==> src/rtl/lmks_pkg.sv <==
`timescale 1ns / 1ps
`default_nettype none
// ----------------------------------------------------------------------------
// lmks_pkg
// shared widths, request and register codes and the decoded request struct
// for the led matrix and keypad scanner
// ----------------------------------------------------------------------------
package lmks_pkg;

  localparam int unsigned REQ_W      = 3;
  localparam int unsigned ROW_W      = 4;
  localparam int unsigned COL_W      = 3;
  localparam int unsigned BTN_W      = 3;
  localparam int unsigned KEY_BITS   = 6;
  localparam int unsigned DRIVE_W    = 16;
  localparam int unsigned LEVEL_W    = 3;
  localparam int unsigned TS_W       = 16;
  localparam int unsigned CNT_W      = 8;
  localparam int unsigned CFG_IDX_W  = 2;
  localparam int unsigned CFG_DATA_W = 16;

  localparam logic [CNT_W-1:0]   CNT_MAX         = 8'hFF;
  localparam logic [TS_W-1:0]    FIRST_DELAY_RST = 16'd200;
  localparam logic [TS_W-1:0]    REARM_RST       = 16'd150;
  localparam logic [LEVEL_W-1:0] HOLD_LIMIT_RST  = 3'd5;

  typedef enum logic [REQ_W-1:0] {
    REQ_TICK      = 3'd0,
    REQ_WRITE_PIX = 3'd1,
    REQ_READ_PIX  = 3'd2,
    REQ_POP_EVENT = 3'd3,
    REQ_READ_HOLD = 3'd4
  } req_e;

  typedef enum logic [CFG_IDX_W-1:0] {
    CFG_FIRST_DELAY = 2'd0,
    CFG_REARM_BACK  = 2'd1,
    CFG_HOLD_LIMIT  = 2'd2
  } cfg_idx_e;

  typedef struct packed {
    logic tick;
    logic wr_pix;
    logic rd_pix;
    logic pop;
    logic rd_hold;
  } req_dec_t;

endpackage
`default_nettype wire

==> src/rtl/led_matrix_and_keypad_scanner.sv <==
`timescale 1ns / 1ps
`default_nettype none
// ----------------------------------------------------------------------------
// led_matrix_and_keypad_scanner
// column-scanned led frame store with keypad sampling and auto-repeat
// ----------------------------------------------------------------------------
// Takes one request per clock while the result side is not stalled and returns
// one result per request: the request is first captured in an input register,
// then applied to the frame store and key state as the result register is
// loaded. Both registers are always free to move while the result side is
// not stalled, so a new request can follow every cycle. The
// frame store is cleared by reset directly; no start-up pass is needed.
// Configuration writes go through the write port at any time the block is idle.
// ----------------------------------------------------------------------------
module led_matrix_and_keypad_scanner #(
  parameter int unsigned ROWS = 16,
  parameter int unsigned COLS = 8,
  parameter int unsigned KEYS = 6
) (
  input  wire                                 clk_i,
  input  wire                                 rst_ni,
  input  wire                                 cfg_we_i,
  input  wire  [lmks_pkg::CFG_IDX_W-1:0]      cfg_idx_i,
  input  wire  [lmks_pkg::CFG_DATA_W-1:0]     cfg_data_i,
  input  wire                                 in_valid_i,
  output logic                                in_stall_o,
  input  wire  [lmks_pkg::REQ_W-1:0]          req_type_i,
  input  wire  [lmks_pkg::ROW_W-1:0]          row_i,
  input  wire  [lmks_pkg::COL_W-1:0]          column_i,
  input  wire                                 pixel_in_i,
  input  wire  [lmks_pkg::BTN_W-1:0]          button_i,
  input  wire  [lmks_pkg::KEY_BITS-1:0]       keys_pressed_i,
  output logic                                out_valid_o,
  input  wire                                 out_stall_i,
  output logic [lmks_pkg::DRIVE_W-1:0]        row_drive_o,
  output logic [lmks_pkg::COL_W-1:0]          active_column_o,
  output logic                                pixel_out_o,
  output logic                                event_taken_o,
  output logic [lmks_pkg::LEVEL_W-1:0]        hold_level_o
);

  localparam int unsigned CW = (COLS > 1) ? $clog2(COLS) : 1;

  // configuration
  logic [lmks_pkg::TS_W-1:0]    first_delay_q;
  logic [lmks_pkg::TS_W-1:0]    rearm_q;
  logic [lmks_pkg::LEVEL_W-1:0] hold_limit_q;

  // input register
  logic                          in_valid_q;
  lmks_pkg::req_e                req_q;
  logic [lmks_pkg::ROW_W-1:0]    row_q;
  logic [lmks_pkg::COL_W-1:0]    col_q;
  logic                          pix_q;
  logic [lmks_pkg::BTN_W-1:0]    btn_q;
  logic [lmks_pkg::KEY_BITS-1:0] keys_q;

  // scan state
  logic [CW-1:0]             scan_q, scan_d;
  logic [lmks_pkg::TS_W-1:0] tick_q, tick_d;

  logic                         out_busy;
  logic                         advance;
  lmks_pkg::req_dec_t           dec;
  logic                         pix_rd;
  logic                         taken;
  logic [lmks_pkg::LEVEL_W-1:0] level;
  logic [lmks_pkg::DRIVE_W-1:0] drive;

  assign out_busy   = out_valid_o & out_stall_i;
  assign in_stall_o = in_valid_q & out_busy;
  assign advance    = in_valid_q & ~out_busy;

  always_comb begin
    dec = '0;
    if (advance) begin
      case (req_q)
        lmks_pkg::REQ_TICK:      dec.tick    = 1'b1;
        lmks_pkg::REQ_WRITE_PIX: dec.wr_pix  = 1'b1;
        lmks_pkg::REQ_READ_PIX:  dec.rd_pix  = 1'b1;
        lmks_pkg::REQ_POP_EVENT: dec.pop     = 1'b1;
        lmks_pkg::REQ_READ_HOLD: dec.rd_hold = 1'b1;
        default: ;
      endcase
    end
  end

  always_comb begin
    scan_d = scan_q;
    tick_d = tick_q;
    if (dec.tick) begin
      tick_d = tick_q + 1'b1;
      scan_d = (scan_q == CW'(COLS - 1)) ? '0 : scan_q + 1'b1;
    end
  end

  lmks_frame #(
    .ROWS (ROWS),
    .COLS (COLS),
    .CW   (CW)
  ) u_frame (
    .clk_i       (clk_i),
    .rst_ni      (rst_ni),
    .dec_i       (dec),
    .row_i       (row_q),
    .column_i    (col_q),
    .pixel_in_i  (pix_q),
    .scan_col_i  (scan_d),
    .pixel_out_o (pix_rd),
    .row_drive_o (drive)
  );

  lmks_keys #(
    .KEYS (KEYS)
  ) u_keys (
    .clk_i          (clk_i),
    .rst_ni         (rst_ni),
    .dec_i          (dec),
    .button_i       (btn_q),
    .keys_pressed_i (keys_q),
    .tick_i         (tick_d),
    .first_delay_i  (first_delay_q),
    .rearm_i        (rearm_q),
    .hold_limit_i   (hold_limit_q),
    .event_taken_o  (taken),
    .hold_level_o   (level)
  );

  always_ff @(posedge clk_i or negedge rst_ni) begin
    if (!rst_ni) begin
      first_delay_q <= lmks_pkg::FIRST_DELAY_RST;
      rearm_q       <= lmks_pkg::REARM_RST;
      hold_limit_q  <= lmks_pkg::HOLD_LIMIT_RST;
    end else if (cfg_we_i) begin
      case (lmks_pkg::cfg_idx_e'(cfg_idx_i))
        lmks_pkg::CFG_FIRST_DELAY: first_delay_q <= cfg_data_i;
        lmks_pkg::CFG_REARM_BACK:  rearm_q       <= cfg_data_i;
        lmks_pkg::CFG_HOLD_LIMIT:  hold_limit_q  <= cfg_data_i[lmks_pkg::LEVEL_W-1:0];
        default: ;
      endcase
    end
  end

  always_ff @(posedge clk_i or negedge rst_ni) begin
    if (!rst_ni) begin
      in_valid_q <= 1'b0;
    end else if (!in_stall_o) begin
      in_valid_q <= in_valid_i;
    end
  end

  always_ff @(posedge clk_i) begin
    if (in_valid_i && !in_stall_o) begin
      req_q  <= lmks_pkg::req_e'(req_type_i);
      row_q  <= row_i;
      col_q  <= column_i;
      pix_q  <= pixel_in_i;
      btn_q  <= button_i;
      keys_q <= keys_pressed_i;
    end
  end

  always_ff @(posedge clk_i or negedge rst_ni) begin
    if (!rst_ni) begin
      scan_q <= '0;
      tick_q <= '0;
    end else begin
      scan_q <= scan_d;
      tick_q <= tick_d;
    end
  end

  // result register
  always_ff @(posedge clk_i or negedge rst_ni) begin
    if (!rst_ni) begin
      out_valid_o <= 1'b0;
    end else if (advance) begin
      out_valid_o <= 1'b1;
    end else if (!out_stall_i) begin
      out_valid_o <= 1'b0;
    end
  end

  always_ff @(posedge clk_i) begin
    if (advance) begin
      row_drive_o     <= drive;
      active_column_o <= lmks_pkg::COL_W'(scan_d);
      pixel_out_o     <= pix_rd;
      event_taken_o   <= taken;
      hold_level_o    <= level;
    end
  end

endmodule
`default_nettype wire

==> src/rtl/lmks_frame.sv <==
`timescale 1ns / 1ps
`default_nettype none
// ----------------------------------------------------------------------------
// lmks_frame
// one-bit frame store with pixel write and read and the row drive of the
// active column
// ----------------------------------------------------------------------------
module lmks_frame #(
  parameter int unsigned ROWS = 16,
  parameter int unsigned COLS = 8,
  parameter int unsigned CW   = 3
) (
  input  wire                               clk_i,
  input  wire                               rst_ni,
  input  lmks_pkg::req_dec_t                dec_i,
  input  wire  [lmks_pkg::ROW_W-1:0]        row_i,
  input  wire  [lmks_pkg::COL_W-1:0]        column_i,
  input  wire                               pixel_in_i,
  input  wire  [CW-1:0]                     scan_col_i,
  output logic                              pixel_out_o,
  output logic [lmks_pkg::DRIVE_W-1:0]      row_drive_o
);

  logic [COLS-1:0] frame_q [ROWS];
  logic [COLS-1:0] frame_d [ROWS];
  logic [COLS-1:0] col_sel;
  logic [COLS-1:0] scan_sel;
  logic [ROWS-1:0] row_sel;
  logic            pix;

  always_comb begin
    for (int c = 0; c < COLS; c++) begin
      col_sel[c]  = (int'(column_i) == c);
      scan_sel[c] = (int'(scan_col_i) == c);
    end
    for (int r = 0; r < ROWS; r++) begin
      row_sel[r] = (int'(row_i) == r);
    end
  end

  always_comb begin
    for (int r = 0; r < ROWS; r++) begin
      for (int c = 0; c < COLS; c++) begin
        frame_d[r][c] = (dec_i.wr_pix && row_sel[r] && col_sel[c]) ? pixel_in_i
                                                                   : frame_q[r][c];
      end
    end
  end

  always_comb begin
    pix = 1'b0;
    for (int r = 0; r < ROWS; r++) begin
      pix = pix | (row_sel[r] & (|(frame_q[r] & col_sel)));
    end
    pixel_out_o = dec_i.rd_pix & pix;
  end

  // drive reflects the store after this request
  always_comb begin
    row_drive_o = '0;
    for (int r = 0; r < ROWS && r < lmks_pkg::DRIVE_W; r++) begin
      row_drive_o[r] = |(frame_d[r] & scan_sel);
    end
  end

  always_ff @(posedge clk_i or negedge rst_ni) begin
    if (!rst_ni) begin
      for (int r = 0; r < ROWS; r++) begin
        frame_q[r] <= '0;
      end
    end else begin
      for (int r = 0; r < ROWS; r++) begin
        frame_q[r] <= frame_d[r];
      end
    end
  end

endmodule
`default_nettype wire

==> src/rtl/lmks_keys.sv <==
`timescale 1ns / 1ps
`default_nettype none
// ----------------------------------------------------------------------------
// lmks_keys
// per-key hold level, auto-repeat timestamp and saturating event count
// ----------------------------------------------------------------------------
module lmks_keys #(
  parameter int unsigned KEYS = 6
) (
  input  wire                               clk_i,
  input  wire                               rst_ni,
  input  lmks_pkg::req_dec_t                dec_i,
  input  wire  [lmks_pkg::BTN_W-1:0]        button_i,
  input  wire  [lmks_pkg::KEY_BITS-1:0]     keys_pressed_i,
  input  wire  [lmks_pkg::TS_W-1:0]         tick_i,
  input  wire  [lmks_pkg::TS_W-1:0]         first_delay_i,
  input  wire  [lmks_pkg::TS_W-1:0]         rearm_i,
  input  wire  [lmks_pkg::LEVEL_W-1:0]      hold_limit_i,
  output logic                              event_taken_o,
  output logic [lmks_pkg::LEVEL_W-1:0]      hold_level_o
);

  logic [KEYS-1:0]                        taken_v;
  logic [KEYS-1:0][lmks_pkg::LEVEL_W-1:0] level_v;

  for (genvar gk = 0; gk < KEYS; gk++) begin : g_key
    logic                         down;
    logic                         sel;
    logic                         queue;
    logic [lmks_pkg::TS_W-1:0]    elapsed;
    logic [lmks_pkg::LEVEL_W-1:0] hold_q, hold_d;
    logic [lmks_pkg::CNT_W-1:0]   cnt_q, cnt_d;
    logic [lmks_pkg::TS_W-1:0]    ts_q, ts_d;

    if (gk < lmks_pkg::KEY_BITS) begin : g_pin
      assign down = keys_pressed_i[gk];
    end else begin : g_nopin
      assign down = 1'b0;
    end

    assign sel     = (int'(button_i) == gk);
    assign elapsed = tick_i - ts_q;

    always_comb begin
      hold_d = hold_q;
      cnt_d  = cnt_q;
      ts_d   = ts_q;
      queue  = 1'b0;
      if (dec_i.tick) begin
        if (down) begin
          if (hold_q == '0) begin
            queue = 1'b1;
            ts_d  = tick_i;
          end else if (elapsed > first_delay_i) begin
            queue = 1'b1;
            ts_d  = tick_i - rearm_i;
          end
          if (hold_q < hold_limit_i) begin
            hold_d = hold_q + 1'b1;
          end
        end else if (hold_q != '0) begin
          hold_d = hold_q - 1'b1;
        end
        if (queue && cnt_q != lmks_pkg::CNT_MAX) begin
          cnt_d = cnt_q + 1'b1;
        end
      end else if (dec_i.pop && sel && cnt_q != '0) begin
        cnt_d = cnt_q - 1'b1;
      end
    end

    assign taken_v[gk] = dec_i.pop & sel & (cnt_q != '0);
    assign level_v[gk] = (dec_i.rd_hold && sel) ? hold_q : '0;

    always_ff @(posedge clk_i or negedge rst_ni) begin
      if (!rst_ni) begin
        hold_q <= '0;
        cnt_q  <= '0;
        ts_q   <= '0;
      end else begin
        hold_q <= hold_d;
        cnt_q  <= cnt_d;
        ts_q   <= ts_d;
      end
    end
  end

  always_comb begin
    event_taken_o = |taken_v;
    hold_level_o  = '0;
    for (int k = 0; k < KEYS; k++) begin
      hold_level_o = hold_level_o | level_v[k];
    end
  end

endmodule
`default_nettype wire

==> config.mk <==
export PLATFORM = sky130hd
export DESIGN_NAME = led_matrix_and_keypad_scanner
export DESIGN_NICKNAME = d
export VERILOG_FILES = /design/src/rtl/lmks_pkg.sv /design/src/rtl/led_matrix_and_keypad_scanner.sv /design/src/rtl/lmks_frame.sv /design/src/rtl/lmks_keys.sv
export SDC_FILE = /design/constraint.sdc
export NUM_CORES = 1
export LEC_CHECK = 0
export ABC_CLOCK_PERIOD_IN_PS = 10000
export BUFFER_PORTS_ARGS = -buffer_cell sky130_fd_sc_hd__buf_4
export CAP_MARGIN = 5
export CORE_MARGIN = 4
export CORE_UTILIZATION = 55
export DETAILED_ROUTE_END_ITERATION = 6
export GPL_ROUTABILITY_DRIVEN = 0
export GPL_TIMING_DRIVEN = 0
export PLACE_DENSITY = 0.79
export SYNTH_ARGS = -nofsm -noshare
export SYNTH_HDL_FRONTEND = slang
export SYNTH_SLANG_ARGS = --single-unit
==> constraint.sdc <==
create_clock -name clk_i -period 10 [get_ports clk_i]
set_input_delay 1 -clock clk_i [delete_from_list [all_inputs] [get_ports clk_i]]
set_output_delay 1 -clock clk_i [all_outputs]
set_load 0.03 [all_outputs]
# [After elaboration in Yosys (flattened, before gate mapping)]
# Cells that the tools add are included.
[classes] addsub=33 n_lt_le_gt_ge=12 eq_ne=60 muxes=217 bitwise_logic=85 n_reduce_logical=266
[op_table] operator="8-bit AND" count=32
[op_table] operator="8-bit OR reduction" count=32
[op_table] operator="16-bit two-way mux" count=13
[op_table] operator="1-bit logical AND" count=169
[op_table] operator="1-bit two-way mux" count=159
[op_table] operator="8-bit two-way mux" count=18
[op_table] operator="16-bit subtractor" count=7
[op_table] operator="16-bit greater-than comparator" count=6
[op_table] operator="3-bit two-way mux" count=26
[op_table] operator="8-bit by 1-bit adder with 8-bit output (second input constant)" count=6
[op_table] operator="8-bit inequality test (second input constant)" count=6
[op_table] operator="8-bit nonzero test" count=6
[op_table] operator="8-bit by 1-bit subtractor with 8-bit output (second input constant)" count=6
[op_table] operator="3-bit == test (second input constant)" count=14
[op_table] operator="3-bit AND reduction" count=12
[op_table] operator="2-bit nonzero test" count=18
[op_table] operator="1-bit AND" count=32
[op_table] operator="4-bit == test (second input constant)" count=8
[op_table] operator="3-bit zero test" count=10
[op_table] operator="2-bit by 1-bit inequality test with 1-bit output (second input constant)" count=13
[op_table] operator="3-bit by 1-bit adder with 3-bit output (second input constant)" count=7
[op_table] operator="3-bit by 2-bit == test with 1-bit output (second input constant)" count=7
[op_table] operator="3-bit less-than comparator" count=6
[op_table] operator="2-bit AND reduction" count=9
[op_table] operator="17 further kinds" count=51
[word_totals] ff_bits=390 inputBits=43

# [Logic depth before layout (Yosys ltp)]
# Gate-level depths: netlist of the first run.
[logic_depth] depth_word=20 mapped_depth=31 ltp_nobuf=28

# [Modules after synthesis]
# A second synthesis of the first run with hierarchy kept.
[unflattened] hier_cells=2943 hier_area_um2=28192.0
[modules_own_cells] mod="lmks_keys" instances=1 cells_per_inst=1967 area_each_um2=16866.2 seq_area_each_um2=4053.9
[modules_own_cells] mod="lmks_frame" instances=1 cells_per_inst=767 area_each_um2=7664.9 seq_area_each_um2=3203.1
[modules_own_cells] mod="led_matrix_and_keypad_scanner" instances=1 cells_per_inst=209 area_each_um2=3661.0 seq_area_each_um2=2733.9

# [Worst setup path after synthesis of the first run]
# Ideal clock, no wire load.
[synth_timing] path_type="input port to flip-flop" start="input out_stall_i" end="register u_keys.g_key[4].cnt_q[1] (netlist name)" arrival_time_ns=6.495 path_slack_ns=3.380 path_stages=28 path_buffers=3 cell_sequence="a21bo_4 -> inv_6 -> and2_1 -> buf_2 -> inv_4 -> buf_2 -> mux2i_1 -> inv_1 -> fa_1 -> a21o_1 -> a21oi_1 -> o21bai_1 -> a21o_1 -> a21oi_1 -> o21ai_0 -> a21o_1 -> a21oi_1 -> xnor2_1 -> ha_1 -> nand4_1 -> nor2_1 -> nand2_1 -> or2_2 -> o311a_1 -> o21ai_1 -> o21ba_2 -> buf_2 -> mux2_2"
[synth_between] elab_chain_len=14 elab_cells_between_ends=18 cone_classes="1 x add/sub; 1 x order compare; 1 x eq/ne; 7 x mux; 3 x bitwise; 5 x reduce/logical"
[synth_lines] item="start: declaration" line_no="led_matrix_and_keypad_scanner.sv:34" source="input wire out_stall_i,"
[synth_lines] item="1-bit AND" line_no="led_matrix_and_keypad_scanner.sv:70" source="assign out_busy = out_valid_o & out_stall_i;"
[synth_lines] item="1-bit NOT" line_no="led_matrix_and_keypad_scanner.sv:72" source="assign advance = in_valid_q & ~out_busy;"
[synth_lines] item="1-bit AND" line_no="led_matrix_and_keypad_scanner.sv:72"
[synth_lines] item="named net advance" line_no="led_matrix_and_keypad_scanner.sv:63" source="logic advance;"
[synth_lines] item="5-bit two-way mux" line_no="led_matrix_and_keypad_scanner.sv:76" source="if (advance) begin"
[synth_lines] item="16-bit two-way mux" line_no="led_matrix_and_keypad_scanner.sv:91" source="if (dec.tick) begin"
[synth_lines] item="named net tick_d (one bit)" line_no="led_matrix_and_keypad_scanner.sv:60" source="logic [lmks_pkg::TS_W-1:0] tick_q, tick_d;"
[synth_lines] item="16-bit subtractor" line_no="lmks_keys.sv:42" source="assign elapsed = tick_i - ts_q;"
[synth_lines] item="16-bit greater-than comparator" line_no="lmks_keys.sv:54" source="end else if (elapsed > first_delay_i) begin"
[synth_lines] item="1-bit two-way mux" line_no="lmks_keys.sv:54"
[synth_lines] item="1-bit two-way mux" line_no="lmks_keys.sv:51" source="if (hold_q == '0) begin"
[synth_lines] item="1-bit two-way mux" line_no="lmks_keys.sv:50" source="if (down) begin"
[synth_lines] item="1-bit two-way mux" line_no="lmks_keys.sv:49" source="if (dec_i.tick) begin"
[synth_lines] item="1-bit logical AND" line_no="lmks_keys.sv:64" source="if (queue && cnt_q != lmks_pkg::CNT_MAX) begin"
[synth_lines] item="2-bit by 1-bit inequality test with 1-bit output (no line)"
[synth_lines] item="2-bit AND reduction (no line)"
[synth_lines] item="end signal: assignment" line_no="lmks_keys.sv:82" source="cnt_q <= cnt_d;"
[synth_lines] item="end: declaration" line_no="lmks_keys.sv:32" source="logic [lmks_pkg::CNT_W-1:0] cnt_q, cnt_d;"
# The timed path passes the listed nets, and every way through them passes these cells. The select of a mux whose other input is x is not followed.
# A chain may end at the register's enable or synchronous reset.

# [Final worst setup path of the first run]
[layout_timing] start="input out_stall_i" end="register u_keys.g_key[2].ts_q[9] (netlist name)"
[layout_between] elab_chain_len=9 elab_cells_between_ends=12 cone_classes="2 x add/sub; 1 x order compare; 4 x mux; 3 x bitwise; 2 x reduce/logical"
[layout_lines] item="1-bit AND *" line_no="led_matrix_and_keypad_scanner.sv:70"
[layout_lines] item="1-bit NOT *" line_no="led_matrix_and_keypad_scanner.sv:72"
[layout_lines] item="1-bit AND *" line_no="led_matrix_and_keypad_scanner.sv:72"
[layout_lines] item="named net advance" line_no="led_matrix_and_keypad_scanner.sv:63"
[layout_lines] item="5-bit two-way mux *" line_no="led_matrix_and_keypad_scanner.sv:76"
[layout_lines] item="16-bit two-way mux *" line_no="led_matrix_and_keypad_scanner.sv:91"
[layout_lines] item="named net tick_d (one bit)" line_no="led_matrix_and_keypad_scanner.sv:60"
[layout_lines] item="16-bit subtractor" line_no="lmks_keys.sv:42"
[layout_lines] item="16-bit greater-than comparator" line_no="lmks_keys.sv:54"
[layout_lines] item="2-bit nonzero test (no line)"
[layout_lines] item="3-bit AND reduction (no line)"
[layout_lines] item="end signal: assignment" line_no="lmks_keys.sv:83" source="ts_q <= ts_d;"
[layout_lines] item="end: declaration" line_no="lmks_keys.sv:33" source="logic [lmks_pkg::TS_W-1:0] ts_q, ts_d;"
# Mark *: on every way through the listed nets, which the timed path passes. The rest lies on a longest branch. The select of a mux whose other input is x is not followed.

==> key figures, run 1 <==
Cells and area
  • Final cell count without fillers: 3813
  • Area of the multi-input gates: 16020 um2
  • Register Area: 9991 um2
  • Syn-to-layout area delta: 10.86%
  • Final instance area: 30220 um2
  • # diodes: 0
  • Layout cells sized above 1: 13.59%
  • Fin nets: 3398
  • Fillers: 3899

Timing
  • Max Transition Viols Final: 0
  • Slew headroom: 10.51%
  • Final Hold Fails: 0
  • Worst Clk Skew: 28.01 ps
  • Max Fclk: 0.1143 GHz
  • Worst setup margin: 1253 ps
  • Setup tns final: 0 ps
  • Fin crit share: 87.47%
  • Worst Tran Pin Value: 1342 ps
  • Final setup viols: 0
  • RSZ-0062 raised after global routing: no
  • Tmin final: 8747 ps

Synthesis
  • Synth warnings: 0
  • Yosys top cell by area: dfrtp_1
  • Top-count cell post-synth: dfrtp_1
  • Main area contributors after synthesis: dfrtp_1, ha_1, mux2_2
  • Post-synth EDFFs: 44
  • Area of the mapped netlist: 27260 um2
  • Unique masters post-synth: 99
  • Post-synth top cells: dfrtp_1, nor2_1, nand2_1
  • Syn avg cell area: 9.098 um2
  • Mapped Nets: 3279
  • Cells after Synth: 2996
  • Top cell type's share of synthesized area: 30.94%
  • Register area share after synthesis: 36.66%
  • Yosys reg bits: 390
  • Asr flop ratio synth: 88.72%
  • Post-synth top flop: dfrtp_1

Critical path
  • R2r startpoint: out_valid_o
  • Crit path max-delay cell type: a21oi_1
  • Arrival @ worst endpoint: 9230 ps
  • Critical path peak fanout: 29
  • Highest cell delay on the worst timing path: 780 ps
  • WS Path Type: primary input to flip-flop
  • Critical Path Most Common Cell: a21oi_1
  • Worst Setup SP: out_stall_i
  • Crit path capture type: flip-flop
  • Setup crit start kind: primary input
  • R2R Path End: u_keys.g_key[2].ts_q[9]
  • R2R Setup Slk: 1350 ps
  • CP endpoint: u_keys.g_key[2].ts_q[9]
  • CP Data Required Time: 10480 ps
  • Reg2Reg Depth: 27

CTS
  • CTS clk-pin slew, worst paths: 70 ps
  • Root Driver: clkbuf_16
  • CTS tree: built
  • H-tree level count: 2
  • Skew-Pair Late Insertion Delay: 610 ps
  • Setup Buffers After CTS: 0
  • Clock tree buffer depth: 3
  • PostCTS Resize Cnt: 0
  • Cts hold-fix bufs: 0
  • Sink Count: 390
  • Num CTS Buffers: 43

Drt
  • Number of remaining DRC errors: 0
  • Detail Route Antenna Nets: 0
  • DR WL/cell: 23.30 um
  • Routed WL: 88840 um
  • Initial DRC count: 3141
  • Drt pass-1 iters: 6
  • Via count: 25020
  • Drt via density: 6.562

Die
  • Die ar.: 53180 um2
  • Total core area: 48950 um2
  • Starting Density: 55.68%
  • I/O pins: 69
  • Number of cell rows: 81
  • Die X-Extent: 230.6 um
  • Die H: 230.6 um

Global routing
  • Vias in the first global route: 25300
  • Largest net degree at the start of global routing: 124
  • Initial antenna violation count: 0
  • Gr usage total: 32.52%
  • First-pass GRT wire length: 137400 um
  • GRT Residual Overflow: 0

Placement
  • Placed cell areas: 28760 um2
  • Port buffer count: 68
  • DP Wirelength: 62470 um
  • Dpl cells: 3734
  • Place WS: 1089 ps

Pwr
  • PD cells: 268.7 nW/um2
  • Total power: 0.008119 W
  • Maximum vdd ir drop: 160.9 uV
  • Leakage: 13.86 nW

Worst hold path
  • Min-delay worst type: primary input to async pin

Run status
  • Outcome: finished clean

Flow run
  • Max Cap Viol: 0
[placed cells by master (no fill, tap or decap), types with 23 or more instances in the layout]
cell and count:
nand2_1 298, mux2_2 162, xor2_1 54, clkbuf_16 44, a21o_1 30, inv_1 188
dfrtp_1 337, xnor2_1 100, o21ai_0 161, nor2_1 314, a21oi_1 246, buf_4 78
a31oi_1 30, edfxtp_1 44, nand3_1 71, nor3_1 73, buf_2 27, ha_1 227
nand4_1 38, a211oi_1 40, mux2i_1 34, o21a_1 25, nor2b_1 24, and3_1 23
clkbuf_1 79
[worst min path at each step]
stage,slack [ps],cells past startpoint,to,start
after floorplan,450,1,u_keys.g_key[4].cnt_q[5],u_keys.g_key[4].cnt_q[5]
after CTS,240,1,u_keys.g_key[4].cnt_q[3],rst_ni
final,240,1,u_keys.g_key[0].ts_q[7],rst_ni
after detailed placement,470,1,u_keys.g_key[4].cnt_q[5],u_keys.g_key[4].cnt_q[5]
after global placement,460,1,u_keys.g_key[4].cnt_q[6],u_keys.g_key[4].cnt_q[6]
after global routing,250,1,u_keys.g_key[4].ts_q[11],rst_ni
[worst max-delay path, delay by kind of cell]
family | cells | cell delay, ps
AOI/OAI and AO/OA | 12 | 3400
xor gates and xnor gates | 1 | 100
adders and majority gates | 2 | 760
buffers and inverters | 7 | 2350
muxes | 1 | 680
and+or+nand+nor | 5 | 900
[where the power goes]
part / switching (W) / leakage, nW / internal [W] / total [W]
Sequential: 0.000320 / 4.84 / 0.00200 / 0.00232
Clock: 0.000711 / 0.711 / 0.000949 / 0.00166
Combinational: 0.00252 / 8.31 / 0.00162 / 0.00414
Total: 0.00355 / 13.9 / 0.00457 / 0.00812
[state kept, by name, indices dropped and copies added (netlist names)]
signal / cells
active_column_o: 3
btn_q: 3
col_q: 3
event_taken_o: 1
first_delay_q: 16
hold_level_o: 3
hold_limit_q: 3
in_valid_q: 1
keys_q: 6
out_valid_o: 1
pix_q: 1
pixel_out_o: 1
rearm_q: 16
req_q: 3
row_drive_o: 16
row_q: 4
scan_q: 3
tick_q: 16
u_frame.frame_q: 128
u_keys.g_key.cnt_q: 48
u_keys.g_key.hold_q: 18
u_keys.g_key.ts_q: 96
[area by class of cell]
| cell class | instances | share of cell area [%] |
|---|---|---|
| clock inverters | 23 | 0.8820 |
| plain buffers | 122 | 1.764 |
| well taps | 664 | 2.750 |
| repair buffers | 74 | 2.137 |
| clock buffers | 56 | 3.926 |
| inverters | 197 | 2.472 |
| multi-input cells | 2287 | 53.00 |
| flip-flops and latches | 390 | 33.07 |
[per-stage QoR]
stage	utilization (%)	hold slack, ps
floorplan	-	446.5
global route	61.73	252.6
finish	61.73	238.4
CTS	61.73	240.9
global placement	58.42	464.2
detailed placement	58.76	466.9
[logic make-up after synthesis]
logic type / count (synthesis) / synth area share (%)
AO/OA/AOI/OAI: 714 / 16.38
XOR/XNOR: 160 / 5.279
adder cells (fa/ha/maj): 240 / 11.38
buffers and inverters: 319 / 4.696
flip-flops: 390 / 36.66
multiplexers: 219 / 9.479
AND/OR/NAND/NOR: 954 / 16.14
[metal layers]
| layer | vias to the layer above | global-route usage, % | routed length (um) |
|---|---|---|---|
| li1 | 10890 | - | - |
| met3 | 464 | 8.317 | 10160 |
| met2 | 1686 | 51.55 | 39680 |
| met5 | - | 0 | 0 |
| met4 | 0 | 17.95 | 5842 |
| met1 | 11980 | 40.86 | 33160 |
No activity file was read; power rests on OpenSTA's default activity.
==> run 2: changes to the inputs <==
--- a/config.mk
+++ b/config.mk
@@ -8,12 +8,14 @@
 export ABC_CLOCK_PERIOD_IN_PS = 10000
 export BUFFER_PORTS_ARGS = -buffer_cell sky130_fd_sc_hd__buf_4
 export CAP_MARGIN = 5
-export CORE_MARGIN = 4
+export CORE_MARGIN = 10
 export CORE_UTILIZATION = 55
 export DETAILED_ROUTE_END_ITERATION = 6
 export GPL_ROUTABILITY_DRIVEN = 0
 export GPL_TIMING_DRIVEN = 0
 export PLACE_DENSITY = 0.79
+export SETUP_SLACK_MARGIN = 0.3
 export SYNTH_ARGS = -nofsm -noshare
 export SYNTH_HDL_FRONTEND = slang
+export SYNTH_HIERARCHICAL = 1
 export SYNTH_SLANG_ARGS = --single-unit
==> key figures, run 2 <==
Cells and area
  • Syn-to-layout area delta: 11.93%
  • Layout cells sized above 1: 15.32%
  • Top reg by flops: u_frame/frame_q
  • Max reg flops: 128
  • Most frequent cells in the layout: dfrtp_1, nor2_1, ha_1
  • Most common cell after layout, fill and taps aside: dfrtp_1
  • Largest regs: u_frame/frame_q: 128 flops, u_keys/g_key.ts_q: 96 flops, u_keys/g_key.cnt_q: 48 flops
  • Fin nets: 3396

Timing
  • Final setup viols: 0
  • Worst Tran Pin Value: 1564 ps
  • Max Fclk: 0.1171 GHz
  • Tmin final: 8542 ps
  • Fin crit share: 85.42%
  • Worst Clk Skew: 41.17 ps
  • Final Hold Fails: 0
  • Hold_ws: 318.8 ps
  • Slew headroom: -4.519%
  • Max Transition Viols Final: 8
  • RSZ-0062 raised after global routing: no
  • Setup tns final: 0 ps

Synthesis
  • Mapped Nets: 3257
  • Yosys top cell by area: dfrtp_1
  • Unique masters post-synth: 102
  • Yosys reg bits: 390
  • Register area share after synthesis: 35.44%
  • Synth warnings: 6
  • Syn avg cell area: 9.579 um2
  • Post-synth top cells: dfrtp_1, nor2_1, ha_1
  • Top-count cell post-synth: dfrtp_1
  • Asr flop ratio synth: 88.72%
  • Top cell type's share of synthesized area: 29.91%
  • Area of the mapped netlist: 28190 um2
  • Post-synth EDFFs: 44
  • Post-synth top flop: dfrtp_1
  • Cells after Synth: 2943
  • Main area contributors after synthesis: dfrtp_1, ha_1, mux2_2

CTS
  • Clock tree buffer depth: 3
  • CTS tree: built
  • Num CTS Buffers: 46
  • Skew-Pair Late Insertion Delay: 620 ps
  • Sink Count: 390
  • PostCTS Resize Cnt: 0
  • Cts hold-fix bufs: 0
  • Setup Buffers After CTS: 0
  • Root Driver: clkbuf_16
  • H-tree level count: 2
  • CTS clk-pin slew, worst paths: 60 ps

Pwr
  • Maximum vdd ir drop: 208.1 uV
  • NetSw: 0.003704 W
  • Switching share of total power: 43.64%
  • Part of the power in the clock network: 20.4%
  • PD cells: 269.0 nW/um2
  • Combinational power share: 52.3%
  • Internal power: 0.004784 W
  • Seq pwr share: 27.3%
  • Leakage: 14.40 nW

Global routing
  • Initial antenna violation count: 1
  • Gr usage total: 29.48%
  • Vias in the first global route: 25560
  • Largest net degree at the start of global routing: 119
  • GRT Residual Overflow: 0
  • First-pass GRT wire length: 141000 um

Run status
  • Failing checks: DRC, capacitance limit, slew limit
  • Outcome: finished, violations left

Drt
  • Initial DRC count: 3173
  • Routed WL: 91870 um
  • Via count: 25490
  • Number of remaining DRC errors: 16
  • Drt via density: 6.721
  • Detail Route Antenna Nets: 0
  • DR WL/cell: 24.22 um
  • Drt pass-1 iters: 7

Die
  • Number of cell rows: 82
  • I/O pins: 69
  • Starting Density: 55.96%
  • Die X-Extent: 246.4 um
  • Die H: 246.4 um
  • Die ar.: 60710 um2
  • Total core area: 50380 um2

Worst hold path
  • Min-delay worst type: primary input to async pin

Critical path
  • WS Path Type: primary input to flip-flop
  • R2r startpoint: out_valid_o
  • CP Data Required Time: 10520 ps
  • R2R Path End: u_keys/g_key[3].ts_q[1]
  • Critical path peak fanout: 10
  • Crit path capture type: flip-flop
  • Arrival @ worst endpoint: 9060 ps
  • R2R Setup Slk: 1530 ps
  • Reg2Reg Depth: 23
  • Setup crit start kind: primary input

Placement
  • Port buffer count: 68
  • DP Wirelength: 64060 um

Flow run
  • Max Cap Viol: 2
==> run 2: cell types whose count changed after synthesis, sizes merged, moves of 26 or more <==
cell and change:
mux2i +26, nor3 -26, nand2 -77, nor2 -56, a21oi -76, mux2 +37, a22o +28
==> run 2: through the flow <==
stage | std cells | cell area (um2) | worst slack [ps] | utilization, % | total power, W
after global routing | 3792 | 31550 | 1253 | 62.63 | 0.009018
after global placement | 3683 | 29540 | 388.6 | 58.65 | 0.006288
after floorplan | 2943 | 28190 | 3245 | - | 0.005376
after CTS | 3789 | 31510 | 1035 | 62.54 | 0.008355
after detailed placement | 3703 | 29950 | 350.0 | 59.45 | 0.006589
final | 3793 | 31560 | 1458 | 62.64 | 0.008488
==> run 2: cell type report <==
class	instances	area, um2
diodes	1	2.502
plain buffers	104	456.7
clock buffers	64	1344
clock inverters	22	214.0
fillers	3943	18820
inverters	187	701.9
multi-input cells	2262	17150
flip-flops and latches	390	9991
well taps	672	840.8
repair buffers	91	859.6
==> run 2: cell families (layout without fill, tap and decap cells) <==
group,count (synthesis),after routing,synth area share (%)
AOI/OAI and AO/OA,737,737,17.81
xor gates and xnor gates,138,138,4.287
adders and majority gates,271,271,12.53
buffers and inverters,291,468,4.110
DFF,390,390,35.44
muxes,273,273,10.86
other,0,1,0
and+or+nand+nor,843,843,14.96
==> run 2: critical path, stage by stage <==
cell and delay [ps]:
buf_4 120, a21bo_2 260, inv_1 460, nand2_1 240, xnor2_1 940, inv_1 580
ha_1 430, fa_1 410, nor2b_1 180, o31a_1 190, o211ai_1 140, a21bo_2 240
a31oi_1 370, or4_1 190, nand4_1 110, ha_1 310, a21o_1 160, a211oi_1 220
o21ai_0 180, a2111oi_2 1190, nor2_1 170, clkbuf_1 320, clkbuf_1 350, o21ai_0 270
==> run 2: worst max path at each step <==
| stage | start | endpoint | slack [ps] | cells after the start |
|---|---|---|---|---|
| after floorplan | out_stall_i | u_keys/g_key[3].ts_q[2] | 3250 | 24 |
| after CTS | out_stall_i | u_keys/g_key[3].ts_q[1] | 1030 | 24 |
| final | out_stall_i | u_keys/g_key[3].ts_q[1] | 1460 | 24 |
| after global placement | out_stall_i | u_keys/g_key[3].ts_q[2] | 390 | 25 |
| after global routing | out_stall_i | u_keys/g_key[3].ts_q[1] | 1250 | 24 |
| after detailed placement | out_stall_i | u_keys/g_key[3].ts_q[1] | 350 | 24 |
==> run 2: power groups by stage <==
stage	Clock (W)	Sequential, W	Combinational, W
floorplan	0	0.00225	0.00313
global placement	0	0.00230	0.00399
detailed placement	0	0.00233	0.00426
CTS	0.00175	0.00230	0.00430
global route	0.00181	0.00236	0.00485
finish	0.00173	0.00232	0.00444
==> run 2: layer usage <==
layer	global-route usage, %	part of all wire, %	vias up	wire [um]
met5	0	0.014	-	13
met4	20.42	7.7	2	7052
met3	7.390	11	485	10550
met2	46.50	45	1743	41140
met1	34.94	36	12210	33100
li1	-	-	11050	-
